$ cat config.mk
export PLATFORM = sky130hd
export DESIGN_NAME = data_run_decoder
export DESIGN_NICKNAME = d
export VERILOG_FILES = /design/src/hdl/drd_pkg.sv /design/src/hdl/data_run_decoder.sv /design/src/hdl/drd_in_stage.sv /design/src/hdl/drd_core.sv /design/src/hdl/drd_out_stage.sv
export SDC_FILE = /design/constraint.sdc
export NUM_CORES = 1
export LEC_CHECK = 0
export ABC_AREA = 1
export BUFFER_PORTS_ARGS = -buffer_cell sky130_fd_sc_hd__buf_2
export CORE_MARGIN = 8
export CORE_UTILIZATION = 55
export DETAILED_ROUTE_END_ITERATION = 8
export MAX_ROUTING_LAYER = met4
export PLACE_DENSITY = 0.74
export SYNTH_ARGS = -nofsm -noshare
export SYNTH_HDL_FRONTEND = slang
export SYNTH_SLANG_ARGS = --single-unit
$ cat constraint.sdc
create_clock -name clock -period 20.4 [get_ports clock]
set_input_delay 1.02 -clock clock [delete_from_list [all_inputs] [get_ports clock]]
set_output_delay 1.02 -clock clock [all_outputs]
set_load 0.02 [all_outputs]
$ cat src/hdl/drd_pkg.sv
package drd_pkg;

   localparam int unsigned RunByteWidth = 8;
   localparam int unsigned CountWidth = 32;
   localparam int unsigned ClusterWidth = 64;
   localparam logic [2:0] MaxField = 3'd4;
   localparam logic [3:0] NibbleMax = 4'd4;

   typedef enum logic [1:0] {
      ST_RUN       = 2'd0,
      ST_END       = 2'd1,
      ST_BAD_HDR   = 2'd2,
      ST_TRUNCATED = 2'd3
   } status_type;

   typedef enum logic [1:0] {
      PH_HEADER = 2'd0,
      PH_LENGTH = 2'd1,
      PH_OFFSET = 2'd2,
      PH_IGNORE = 2'd3
   } phase_type;

   typedef struct packed {
      logic [RunByteWidth-1:0] run_byte;
      logic                    final_byte;
   } req_type;

   typedef struct packed {
      status_type                     status;
      logic signed [ClusterWidth-1:0] start_cluster;
      logic [CountWidth-1:0]          cluster_count;
   } rsp_type;

   // Result of one decode step, handed from the core to the output register.
   typedef struct packed {
      logic    emit;
      rsp_type payload;
   } step_res_type;

endpackage

$ cat src/hdl/data_run_decoder.sv
// Channel   Direction  Handshake               Payload
// req_      in         req_valid / req_stall   drd_pkg::req_type (run_byte, final_byte)
// rsp_      out        rsp_valid / rsp_stall   drd_pkg::rsp_type (status, start_cluster,
//                                                                  cluster_count)
//
// One run-list byte is decoded per clock cycle unless a held rsp_stall blocks the
// result register; a new request transaction can be accepted in every cycle in which
// req_stall is low. A byte that produces a result waits in the input register, is
// decoded once the result register is free, and its result is then registered there.
// The rate is set by the single decode pass: one accumulate and one 64-bit add.
// Reset is synchronous and active high; it empties both registers and clears the
// decoder state, the previous start cluster included.
// A held rsp_stall keeps the result register full and stops decoding; the input
// register can still take one transaction, after which req_stall rises until the
// waiting result is taken.
module data_run_decoder (
   input  logic             clock,
   input  logic             reset,
   input  logic             req_valid,
   output logic             req_stall,
   input  drd_pkg::req_type req_payload,
   output logic             rsp_valid,
   input  logic             rsp_stall,
   output drd_pkg::rsp_type rsp_payload
);
   import drd_pkg::*;

   // Decoupling between the input register and the result register: a byte moves
   // through the decoder only when the result register can take what it produces.
   logic         item_valid;
   req_type      item;
   logic         out_free;
   logic         step;
   step_res_type res;

   assign step = item_valid && out_free;

   drd_in_stage u_in_stage (
      .clock       (clock),
      .reset       (reset),
      .req_valid   (req_valid),
      .req_stall   (req_stall),
      .req_payload (req_payload),
      .step        (step),
      .item_valid  (item_valid),
      .item        (item)
   );

   // The decoder holds the run-list state: phase, field byte counts, the two
   // accumulators and the start cluster of the last run with an offset.
   drd_core u_core (
      .clock (clock),
      .reset (reset),
      .step  (step),
      .item  (item),
      .res   (res)
   );

   drd_out_stage u_out_stage (
      .clock       (clock),
      .reset       (reset),
      .step        (step),
      .res         (res),
      .free        (out_free),
      .rsp_valid   (rsp_valid),
      .rsp_stall   (rsp_stall),
      .rsp_payload (rsp_payload)
   );

   // A decoded byte that emits a result must show it in the next cycle.
   assert property (@(posedge clock) disable iff (reset)
      step && res.emit |=> rsp_valid)
   else $error("emitted result did not reach the result register");

   // No byte may be decoded while a waiting result is stalled.
   assert property (@(posedge clock) disable iff (reset)
      rsp_valid && rsp_stall |-> !step)
   else $error("decode step while the result register was blocked");

   // Only a decoded run carries a start cluster or a cluster count.
   assert property (@(posedge clock) disable iff (reset)
      rsp_valid && rsp_payload.status != ST_RUN |->
         rsp_payload.start_cluster == '0 && rsp_payload.cluster_count == '0)
   else $error("non-run result carries run fields");

   // A stalled request side always means a byte is waiting in the input register.
   assert property (@(posedge clock) disable iff (reset)
      req_stall |-> item_valid && !out_free)
   else $error("request stalled without a held byte");

endmodule

$ cat src/hdl/drd_in_stage.sv
module drd_in_stage (
   input  logic             clock,
   input  logic             reset,
   input  logic             req_valid,
   output logic             req_stall,
   input  drd_pkg::req_type req_payload,
   input  logic             step,
   output logic             item_valid,
   output drd_pkg::req_type item
);
   import drd_pkg::*;

   logic    valid_ff;
   logic    valid_in;
   req_type item_ff;
   logic    accept;

   // The stage frees up whenever its held byte is consumed in this cycle.
   assign req_stall = valid_ff && !step;
   assign accept = req_valid && !req_stall;

   always_comb begin
      valid_in = valid_ff;
      if (accept) begin
         valid_in = 1'b1;
      end else if (step) begin
         valid_in = 1'b0;
      end
   end

   always_ff @(posedge clock) begin
      if (reset) begin
         valid_ff <= 1'b0;
      end else begin
         valid_ff <= valid_in;
      end
   end

   always_ff @(posedge clock) begin
      if (accept) begin
         item_ff <= req_payload;
      end
   end

   assign item_valid = valid_ff;
   assign item = item_ff;

endmodule

$ cat src/hdl/drd_core.sv
module drd_core (
   input  logic                  clock,
   input  logic                  reset,
   input  logic                  step,
   input  drd_pkg::req_type      item,
   output drd_pkg::step_res_type res
);
   import drd_pkg::*;

   phase_type               phase_ff, phase_in;
   logic [2:0]              bytes_left_ff, bytes_left_in;
   logic [2:0]              length_size_ff, length_size_in;
   logic [2:0]              offset_size_ff, offset_size_in;
   logic [CountWidth-1:0]   length_accum_ff, length_accum_in;
   logic [CountWidth-1:0]   offset_accum_ff, offset_accum_in;
   logic [ClusterWidth-1:0] prev_cluster_ff, prev_cluster_in;

   logic [3:0]              hdr_len;
   logic [3:0]              hdr_off;
   logic [2:0]              left_dec;
   logic [2:0]              len_pos_full;
   logic [2:0]              off_pos_full;
   logic [CountWidth-1:0]   length_new;
   logic [CountWidth-1:0]   offset_new;
   logic [ClusterWidth-1:0] offset_sext;
   logic [ClusterWidth-1:0] start_sum;
   logic                    field_done;
   logic                    sparse_done;

   // Place a byte into a little-endian accumulator at a byte position.
   function automatic logic [CountWidth-1:0] place_byte(
      input logic [CountWidth-1:0]   acc,
      input logic [RunByteWidth-1:0] b,
      input logic [1:0]              pos
   );
      logic [CountWidth-1:0] r;
      r = acc;
      case (pos)
         2'd0:    r[7:0]   = r[7:0]   | b;
         2'd1:    r[15:8]  = r[15:8]  | b;
         2'd2:    r[23:16] = r[23:16] | b;
         2'd3:    r[31:24] = r[31:24] | b;
         default: r = acc;
      endcase
      return r;
   endfunction

   assign hdr_len = item.run_byte[3:0];
   assign hdr_off = item.run_byte[7:4];
   assign left_dec = bytes_left_ff - 3'd1;
   assign len_pos_full = length_size_ff - bytes_left_ff;
   assign off_pos_full = offset_size_ff - bytes_left_ff;
   assign length_new = place_byte(length_accum_ff, item.run_byte, len_pos_full[1:0]);
   assign offset_new = place_byte(offset_accum_ff, item.run_byte, off_pos_full[1:0]);
   assign field_done = (left_dec == 3'd0) || (left_dec > MaxField);

   // Sign extension of the offset field from its own size.
   always_comb begin
      case (offset_size_ff)
         3'd1:    offset_sext = {{56{offset_new[7]}}, offset_new[7:0]};
         3'd2:    offset_sext = {{48{offset_new[15]}}, offset_new[15:0]};
         3'd3:    offset_sext = {{40{offset_new[23]}}, offset_new[23:0]};
         3'd4:    offset_sext = {{32{offset_new[31]}}, offset_new[31:0]};
         default: offset_sext = '0;
      endcase
   end

   assign start_sum = prev_cluster_ff + offset_sext;

   always_comb begin
      phase_in        = phase_ff;
      bytes_left_in   = bytes_left_ff;
      length_size_in  = length_size_ff;
      offset_size_in  = offset_size_ff;
      length_accum_in = length_accum_ff;
      offset_accum_in = offset_accum_ff;
      prev_cluster_in = prev_cluster_ff;
      sparse_done     = 1'b0;
      res.emit                  = 1'b0;
      res.payload.status        = ST_RUN;
      res.payload.start_cluster = '0;
      res.payload.cluster_count = '0;

      if (step) begin
         case (phase_ff)
            PH_HEADER: begin
               if (item.run_byte == '0) begin
                  res.emit = 1'b1;
                  res.payload.status = ST_END;
                  phase_in = PH_IGNORE;
               end else if (hdr_len > NibbleMax || hdr_off > NibbleMax) begin
                  res.emit = 1'b1;
                  res.payload.status = ST_BAD_HDR;
                  phase_in = PH_IGNORE;
               end else begin
                  length_size_in  = hdr_len[2:0];
                  offset_size_in  = hdr_off[2:0];
                  length_accum_in = '0;
                  offset_accum_in = '0;
                  if (hdr_len != 4'd0) begin
                     phase_in = PH_LENGTH;
                     bytes_left_in = hdr_len[2:0];
                  end else begin
                     phase_in = PH_OFFSET;
                     bytes_left_in = hdr_off[2:0];
                  end
                  if (item.final_byte) begin
                     res.emit = 1'b1;
                     res.payload.status = ST_TRUNCATED;
                  end
               end
            end
            PH_LENGTH: begin
               length_accum_in = length_new;
               bytes_left_in = left_dec;
               if (field_done) begin
                  if (offset_size_ff == 3'd0) begin
                     // Sparse run: it gives nothing and keeps the previous start.
                     phase_in = PH_HEADER;
                     sparse_done = 1'b1;
                  end else begin
                     phase_in = PH_OFFSET;
                     bytes_left_in = offset_size_ff;
                  end
               end
               if (item.final_byte && !sparse_done) begin
                  res.emit = 1'b1;
                  res.payload.status = ST_TRUNCATED;
               end
            end
            PH_OFFSET: begin
               offset_accum_in = offset_new;
               bytes_left_in = left_dec;
               if (field_done) begin
                  prev_cluster_in = start_sum;
                  res.emit = 1'b1;
                  res.payload.status = ST_RUN;
                  res.payload.start_cluster = start_sum;
                  res.payload.cluster_count = length_accum_ff;
                  phase_in = PH_HEADER;
                  bytes_left_in = 3'd0;
               end else if (item.final_byte) begin
                  res.emit = 1'b1;
                  res.payload.status = ST_TRUNCATED;
               end
            end
            PH_IGNORE: begin
               phase_in = PH_IGNORE;
            end
            default: begin
               phase_in = PH_HEADER;
            end
         endcase

         if (item.final_byte) begin
            phase_in        = PH_HEADER;
            bytes_left_in   = 3'd0;
            length_size_in  = 3'd0;
            offset_size_in  = 3'd0;
            length_accum_in = '0;
            offset_accum_in = '0;
            prev_cluster_in = '0;
         end
      end
   end

   always_ff @(posedge clock) begin
      if (reset) begin
         phase_ff        <= PH_HEADER;
         bytes_left_ff   <= 3'd0;
         length_size_ff  <= 3'd0;
         offset_size_ff  <= 3'd0;
         length_accum_ff <= '0;
         offset_accum_ff <= '0;
         prev_cluster_ff <= '0;
      end else begin
         phase_ff        <= phase_in;
         bytes_left_ff   <= bytes_left_in;
         length_size_ff  <= length_size_in;
         offset_size_ff  <= offset_size_in;
         length_accum_ff <= length_accum_in;
         offset_accum_ff <= offset_accum_in;
         prev_cluster_ff <= prev_cluster_in;
      end
   end

endmodule

$ cat src/hdl/drd_out_stage.sv
module drd_out_stage (
   input  logic                  clock,
   input  logic                  reset,
   input  logic                  step,
   input  drd_pkg::step_res_type res,
   output logic                  free,
   output logic                  rsp_valid,
   input  logic                  rsp_stall,
   output drd_pkg::rsp_type      rsp_payload
);
   import drd_pkg::*;

   logic    valid_ff;
   logic    valid_in;
   rsp_type payload_ff;
   logic    load;

   assign free = !valid_ff || !rsp_stall;
   assign load = step && res.emit;

   always_comb begin
      valid_in = valid_ff;
      if (load) begin
         valid_in = 1'b1;
      end else if (!rsp_stall) begin
         valid_in = 1'b0;
      end
   end

   always_ff @(posedge clock) begin
      if (reset) begin
         valid_ff <= 1'b0;
      end else begin
         valid_ff <= valid_in;
      end
   end

   always_ff @(posedge clock) begin
      if (load) begin
         payload_ff <= res.payload;
      end
   end

   assign rsp_valid = valid_ff;
   assign rsp_payload = payload_ff;

endmodule
==> flow_summary.toml, run 1 <==
[floorplanning]
die_width_um = 183
io_pins = 113
die_h_um = 183
rows = 61
core_sq_um = 27600
initial_core_util_pct = 55.5
die_area_sq_um = 33500

[synthesis]
avgSynthCellArea_sq_um = 7.05
synth-seq-cells = 247
synth_edf_count = 107
yosysWarnings = 0
postSynthCellCount = 2172
netlist.area_leader.share_pct = 21.0
synth_nets = 2259
synth.area.top_cells = "edfxtp_1, dfxtp_1, nand2_1, a21oi_1, inv_1"
netlist_area_sq_um = 15300
synth_top_cell_by_area = "edfxtp_1"
seq_area_frac_synth_pct = 39.3
ys_types = 53
synthFlopType = "dfxtp_1"
synth_async_sr_flop_share_pct = 0

[detailed_routing]
finalWirelength_mm = 48.9
drc = 1
drt_iter0_drc = 1448
wl_per_cell_um = 18.4
viasPerCell = 5.62
vias = 14900
first_pass_iters = 7
ant_nets = 0

[place]
io_buffers = 112
finalWeightedCongestion = 1.04
hpwl_mm = 35.8
dp.cells = 2606
pre_cts_slack_ps = 16000

[sta]
min_period_over_period_pct = 22.0
worst_pin_slew_ps = 957
setup_ws_ps = 15920
hold_viol_final = 0
finalClockSkew_ps = 14.2
slew_headroom_pct = 36.2
setup_violations = 0
fmaxAchievable_mhz = 223
finalSetupTns_ps = 0
fin_crit_ps = 4480
slew_viol_final = 0
rsz0062_at_grt = "false"

[grt]
grt_pass1_wl_mm = 75.7
antenna_found_initial = 0
grt_overflow = 0
grt_max_degree = 74
grt_util_all_layers_pct = 29.3
grt_pass1_vias = 13900

[run]
cap_violations = 0

[hold_path]
hp-class = "reg -> reg"

[worst_setup_path]
crit_fanout = 8
end_kind = "flip-flop"
crit_type = "reg -> reg"
arrival_ps = 4770
cp.required_ps = 20680
cp-start-kind = "flip-flop"

[clocking]
cts_tree = "yes"
cts_resized = 0
post_cts_buffers = 0
insertion_delay_ps = 550
holdBufCountCts = 0
cts_max_level = 1
clk_path_buf_depth = 3
clk_pin_slew_worst_paths_ps = 60
clockRootBuffer = "clkbuf_16"
cts_sinks = 247
cts_buffers = 27

[power]
power.leakage_nw = 7.17
peakVddDrop_mv = 0.0591
pwr_density_cell_nw_per_um2 = 69.6

[run_status]
violations = "design-rule violations"
status = "complete, but fails checks"

[final_layout]
final_core_util_pct = 61.6
final_cells = 2656
layout_commonest_cell = "nand2_1"
nFillCells = 2625
drive_gt1_share_pct = 9.92
nets = 2344
multiInputGateArea_sq_um = 7840
syn_to_final_growth_pct = 11.1
seq_area_sq_um = 6020
antenna_cells = 0
layout_common_cells = "nand2_1, inv_1, a21oi_1, nor2_1, dfxtp_1"
flip-flops by register name, summed over array words and instances, names as in the netlist:
name / flops
u_core.length_size_ff: 2
u_out_stage.rsp_valid: 1
u_core.offset_accum_ff: 32
u_in_stage.item_valid: 1
u_core.offset_size_ff: 3
u_out_stage.rsp_payload: 98
u_in_stage.item: 9
u_core.prev_cluster_ff: 64
u_core.bytes_left_ff: 3
u_core.phase_ff: 2
u_core.length_accum_ff: 32
Yosys cell counts (7+ instances only):
library cell and n:
a211oi_1 8, a21oi_1 284, a21oi_2 7, a31oi_1 7
buf_2 18, clkbuf_1 43, dfxtp_1 140, edfxtp_1 107
ha_1 73, inv_1 303, inv_2 8, nand2_1 537
nand2_2 13, nand3_1 103, nand4_1 46, nor2_1 230
nor3_1 49, o211ai_1 9, o21ai_0 86, o21bai_1 18
area by class of cell:
class                           instances  area share, %
Inverter                              311           6.86
Sequential cell                       247           35.3
Tap cell                              378           2.78
Multi-Input combinational cell       1545           46.1
Timing Repair Buffer                  125           3.87
Clock buffer                           37           4.31
Clock inverter                         13          0.816
final timing paths:
kind                                           start                                        end  slack [ps]  cells after the start
min          u_core.offset_accum_ff[18]$_SDFFE_PP0P_    u_core.offset_accum_ff[18]$_SDFFE_PP0P_         440                      2
max reg2reg    u_core.offset_size_ff[1]$_SDFFE_PP0P_  u_out_stage.rsp_payload[64]$_SDFFCE_PN0P_       15920                     21
min reg2reg  u_core.offset_accum_ff[18]$_SDFFE_PP0P_    u_core.offset_accum_ff[18]$_SDFFE_PP0P_         440                      2
max            u_core.offset_size_ff[1]$_SDFFE_PP0P_  u_out_stage.rsp_payload[64]$_SDFFCE_PN0P_       15920                     21
stage by stage:
stage	hold WS, ps	area, sq um	power, mW
floorplan	423	15300	0.662
global placement	430	16200	0.701
detailed placement	435	16200	0.704
CTS	444	17000	1.19
global route	460	17000	1.23
finish	445	17000	1.18
cells by family (layout without fill, tap and decap cells):
| group | after synthesis | count (layout) | share of synthesized area [%] |
|---|---|---|---|
| xor gates and xnor gates | 13 | 13 | 0.792 |
| AOI/OAI and AO/OA | 445 | 445 | 15.8 |
| adders and majority gates | 74 | 74 | 6.09 |
| and+or+nand+nor | 1013 | 1013 | 28.3 |
| DFF | 247 | 247 | 39.3 |
| buffers and inverters | 380 | 486 | 9.70 |
power breakdown:
group,total (mW),internal [mW],switching [mW]
sequential,0.548,0.536,0.0122
clock,0.488,0.288,0.200
combinational,0.149,0.0403,0.108
critical path, cell delays in order, from the launching register on:
cell and delay [ps]:
dfxtp_1 420, nor2_1 100, inv_1 80, nor2_1 90
nor2_1 410, inv_1 160, nor3_1 570, nor2_1 120
ha_1 250, fa_1 470, nand2_1 110, nand3_1 80
o21ai_2 130, inv_1 120, nand2_1 80, nand2_1 160
nand2_1 120, nand3_2 160, nand2_1 100, nand2_1 70
or2_0 240, and3_1 190
layer usage:
layer,up-vias,part of all wire [%],GRT usage (%)
li1,7314,-,-
met1,6872,45,38.9
met2,627,44,45.0
met3,109,8.4,4.93
met4,0,3.3,9.69
met5,-,0,-
No activity file was read; power rests on OpenSTA's default activity.
==> run 2: changes to the inputs <==
--- a/config.mk
+++ b/config.mk
@@ -11,7 +11,7 @@
 export CORE_UTILIZATION = 55
 export DETAILED_ROUTE_END_ITERATION = 8
 export MAX_ROUTING_LAYER = met4
-export PLACE_DENSITY = 0.74
+export PLACE_DENSITY = 0.77
 export SYNTH_ARGS = -nofsm -noshare
 export SYNTH_HDL_FRONTEND = slang
 export SYNTH_SLANG_ARGS = --single-unit
==> constraint.sdc (replaced) <==
create_clock -name clock -period 3.65 [get_ports clock]
set_input_delay 0.1825 -clock clock [delete_from_list [all_inputs] [get_ports clock]]
set_output_delay 0.1825 -clock clock [all_outputs]
set_load 0.02 [all_outputs]
==> flow_summary.toml, run 2 (synthesis gave the netlist of run 1 again) <==
[grt]
grt_pass1_wl_mm = 81.7
antenna_found_initial = 0
grt_pass1_vias = 14900
grt_overflow = 0
grt_util_all_layers_pct = 31.6
grt_max_degree = 89

[hold_path]
hp-start = "rsp_stall"
hp-class = "in -> reg"

[power]
pwr_density_cell_nw_per_um2 = 361
peakVddDrop_mv = 0.292
power.leakage_nw = 8.31

[sta]
fin_crit_ps = 3610
finalClockSkew_ps = 15.4
hold_viol_final = 0
setup_violations = 0
finalSetupTns_ps = 0
worst_pin_slew_ps = 1100
slew_headroom_pct = 26.2
rsz0062_at_grt = "true"
slew_viol_final = 0
min_period_over_period_pct = 98.8
fmaxAchievable_mhz = 277

[worst_setup_path]
reg2reg_to = "u_core.prev_cluster_ff[58]$_SDFFE_PP0P_"
worstReg2RegStart = "u_core.offset_size_ff[0]$_SDFFE_PP0P_"
end_kind = "flip-flop"
cp-start-kind = "flip-flop"
endpoint = "u_core.prev_cluster_ff[58]$_SDFFE_PP0P_"
crit_fanout = 7
r2r_setup_slack_ps = 40
ff2ff_path_depth = 22
crit_type = "reg -> reg"
arrival_ps = 4010
crit_start = "u_core.offset_size_ff[0]$_SDFFE_PP0P_"
cp.required_ps = 4050

[final_layout]
nets = 2542
seq_area_sq_um = 6020
multiInputGateArea_sq_um = 8860
drive_gt1_share_pct = 26.6
antenna_cells = 0
final_cell_area_sq_um = 19700
layout_common_cells = "nand2_1, inv_1, a21oi_1, buf_4, nor2_1"
largest_register_ffs = 98
syn_to_final_growth_pct = 28.8
layout_commonest_cell = "nand2_1"
nFillCells = 2302
final_cells = 2854

[place]
io_buffers = 112
finalWeightedCongestion = 1.03
postPlaceCellArea_sq_um = 17400
hpwl_mm = 39.4
dp.cells = 2773

[clocking]
cts_buffers = 28
clk_pin_slew_worst_paths_ps = 60
cts_max_level = 1
cts_tree = "yes"
clk_path_buf_depth = 3
clockRootBuffer = "clkbuf_16"
cts_sinks = 247
insertion_delay_ps = 570

[detailed_routing]
first_pass_iters = 6
wl_met2_mm = 26.9
drc = 0
ant_nets = 0
route.met3.wl_mm = 3.59
drt_iter0_drc = 1574
routed.top_layer = "met4"
viasPerCell = 5.62
drt-met1-wl_mm = 21.8
vias = 16000
finalWirelength_mm = 54.7
wl_per_cell_um = 19.2

[floorplanning]
die_area_sq_um = 33500
core_sq_um = 27600
die_h_um = 183
rows = 61
io_pins = 113
initial_core_util_pct = 55.5
die_width_um = 183

[run_status]
status = "completed"

[run]
cap_violations = 0
-- run 2: metal layers --
layer	track usage, %	vias up
met5	-	-
met4	12.4	0
li1	-	7724
met3	3.80	137
met2	54.1	650
met1	37.7	7533
-- run 2: area by class of cell --
cell class                      instances  share of cell area [%]
Inverter                              311                    5.97
Multi-Input combinational cell       1545                    44.9
Tap cell                              378                    2.40
Sequential cell                       247                    30.5
Timing Repair Buffer                  322                    11.3
Clock inverter                         17                    1.03
Clock buffer                           34                    3.92
-- run 2: how the worst min path moves through the flow --
stage	to	slack, ps	depth (start not counted)
2_1_floorplan	u_in_stage.item[0]$_DFFE_PP_	280	0
3_5_place_dp	u_in_stage.item[2]$_DFFE_PP_	370	1
5_1_grt	u_in_stage.item_valid$_SDFFE_PP0P_	80	5
3_3_place_gp	u_in_stage.item[2]$_DFFE_PP_	370	1
4_1_cts	u_in_stage.item_valid$_SDFFE_PP0P_	40	5
6_report	u_in_stage.item_valid$_SDFFE_PP0P_	70	5
-- run 2: report_power, final --
| group | internal, mW | total, mW | leakage, nW | switching (mW) |
|---|---|---|---|---|
| sequential | 2.99 | 3.06 | 2.16 | 0.0641 |
| combinational | 0.379 | 1.07 | 5.68 | 0.692 |
| clock | 1.74 | 3.00 | 0.472 | 1.26 |
-- run 2: per-stage QoR --
step / util (%) / total power, mW / setup WS, ps / hold slack, ps
after floorplan: - / 3.69 / 90.0 / 281
after global placement: 63.1 / 4.03 / -104 / 373
after detailed placement: 63.1 / 4.04 / -200 / 369
after CTS: 67.4 / 7.02 / -18.2 / 42.6
after global routing: 71.4 / 7.34 / -112 / 79.3
final: 71.4 / 7.12 / 42.9 / 70.8
-- run 2: timing repair --
item | 4_1_cts | 5_1_grt
endpoints found under the hold margin | 10 | 0
setup endpoints to repair | 25 | 106
gates cloned | 0 | 1
buffers inserted | 1 | 18
hold buffers | 10 | 0
resized for setup | 19 | 271
pin swaps | 1 | 40
-- run 2: worst max-delay path: stages, from the launching register on --
cell and delay, ps:
dfxtp_2 340, inv_2 50, ha_4 160, inv_2 70, nand3_4 120, nand3_4 130, buf_4 120, clkinvlp_4 210
a21oi_2 240, nor2_1 80, ha_2 190, fa_2 350, buf_4 150, nand3_1 90, nand3_1 230, nand2_1 190
nand3_4 150, nand2_1 200, nand2_1 80, nand2_1 90, nand2_1 70, nand3_1 70, a21oi_1 70
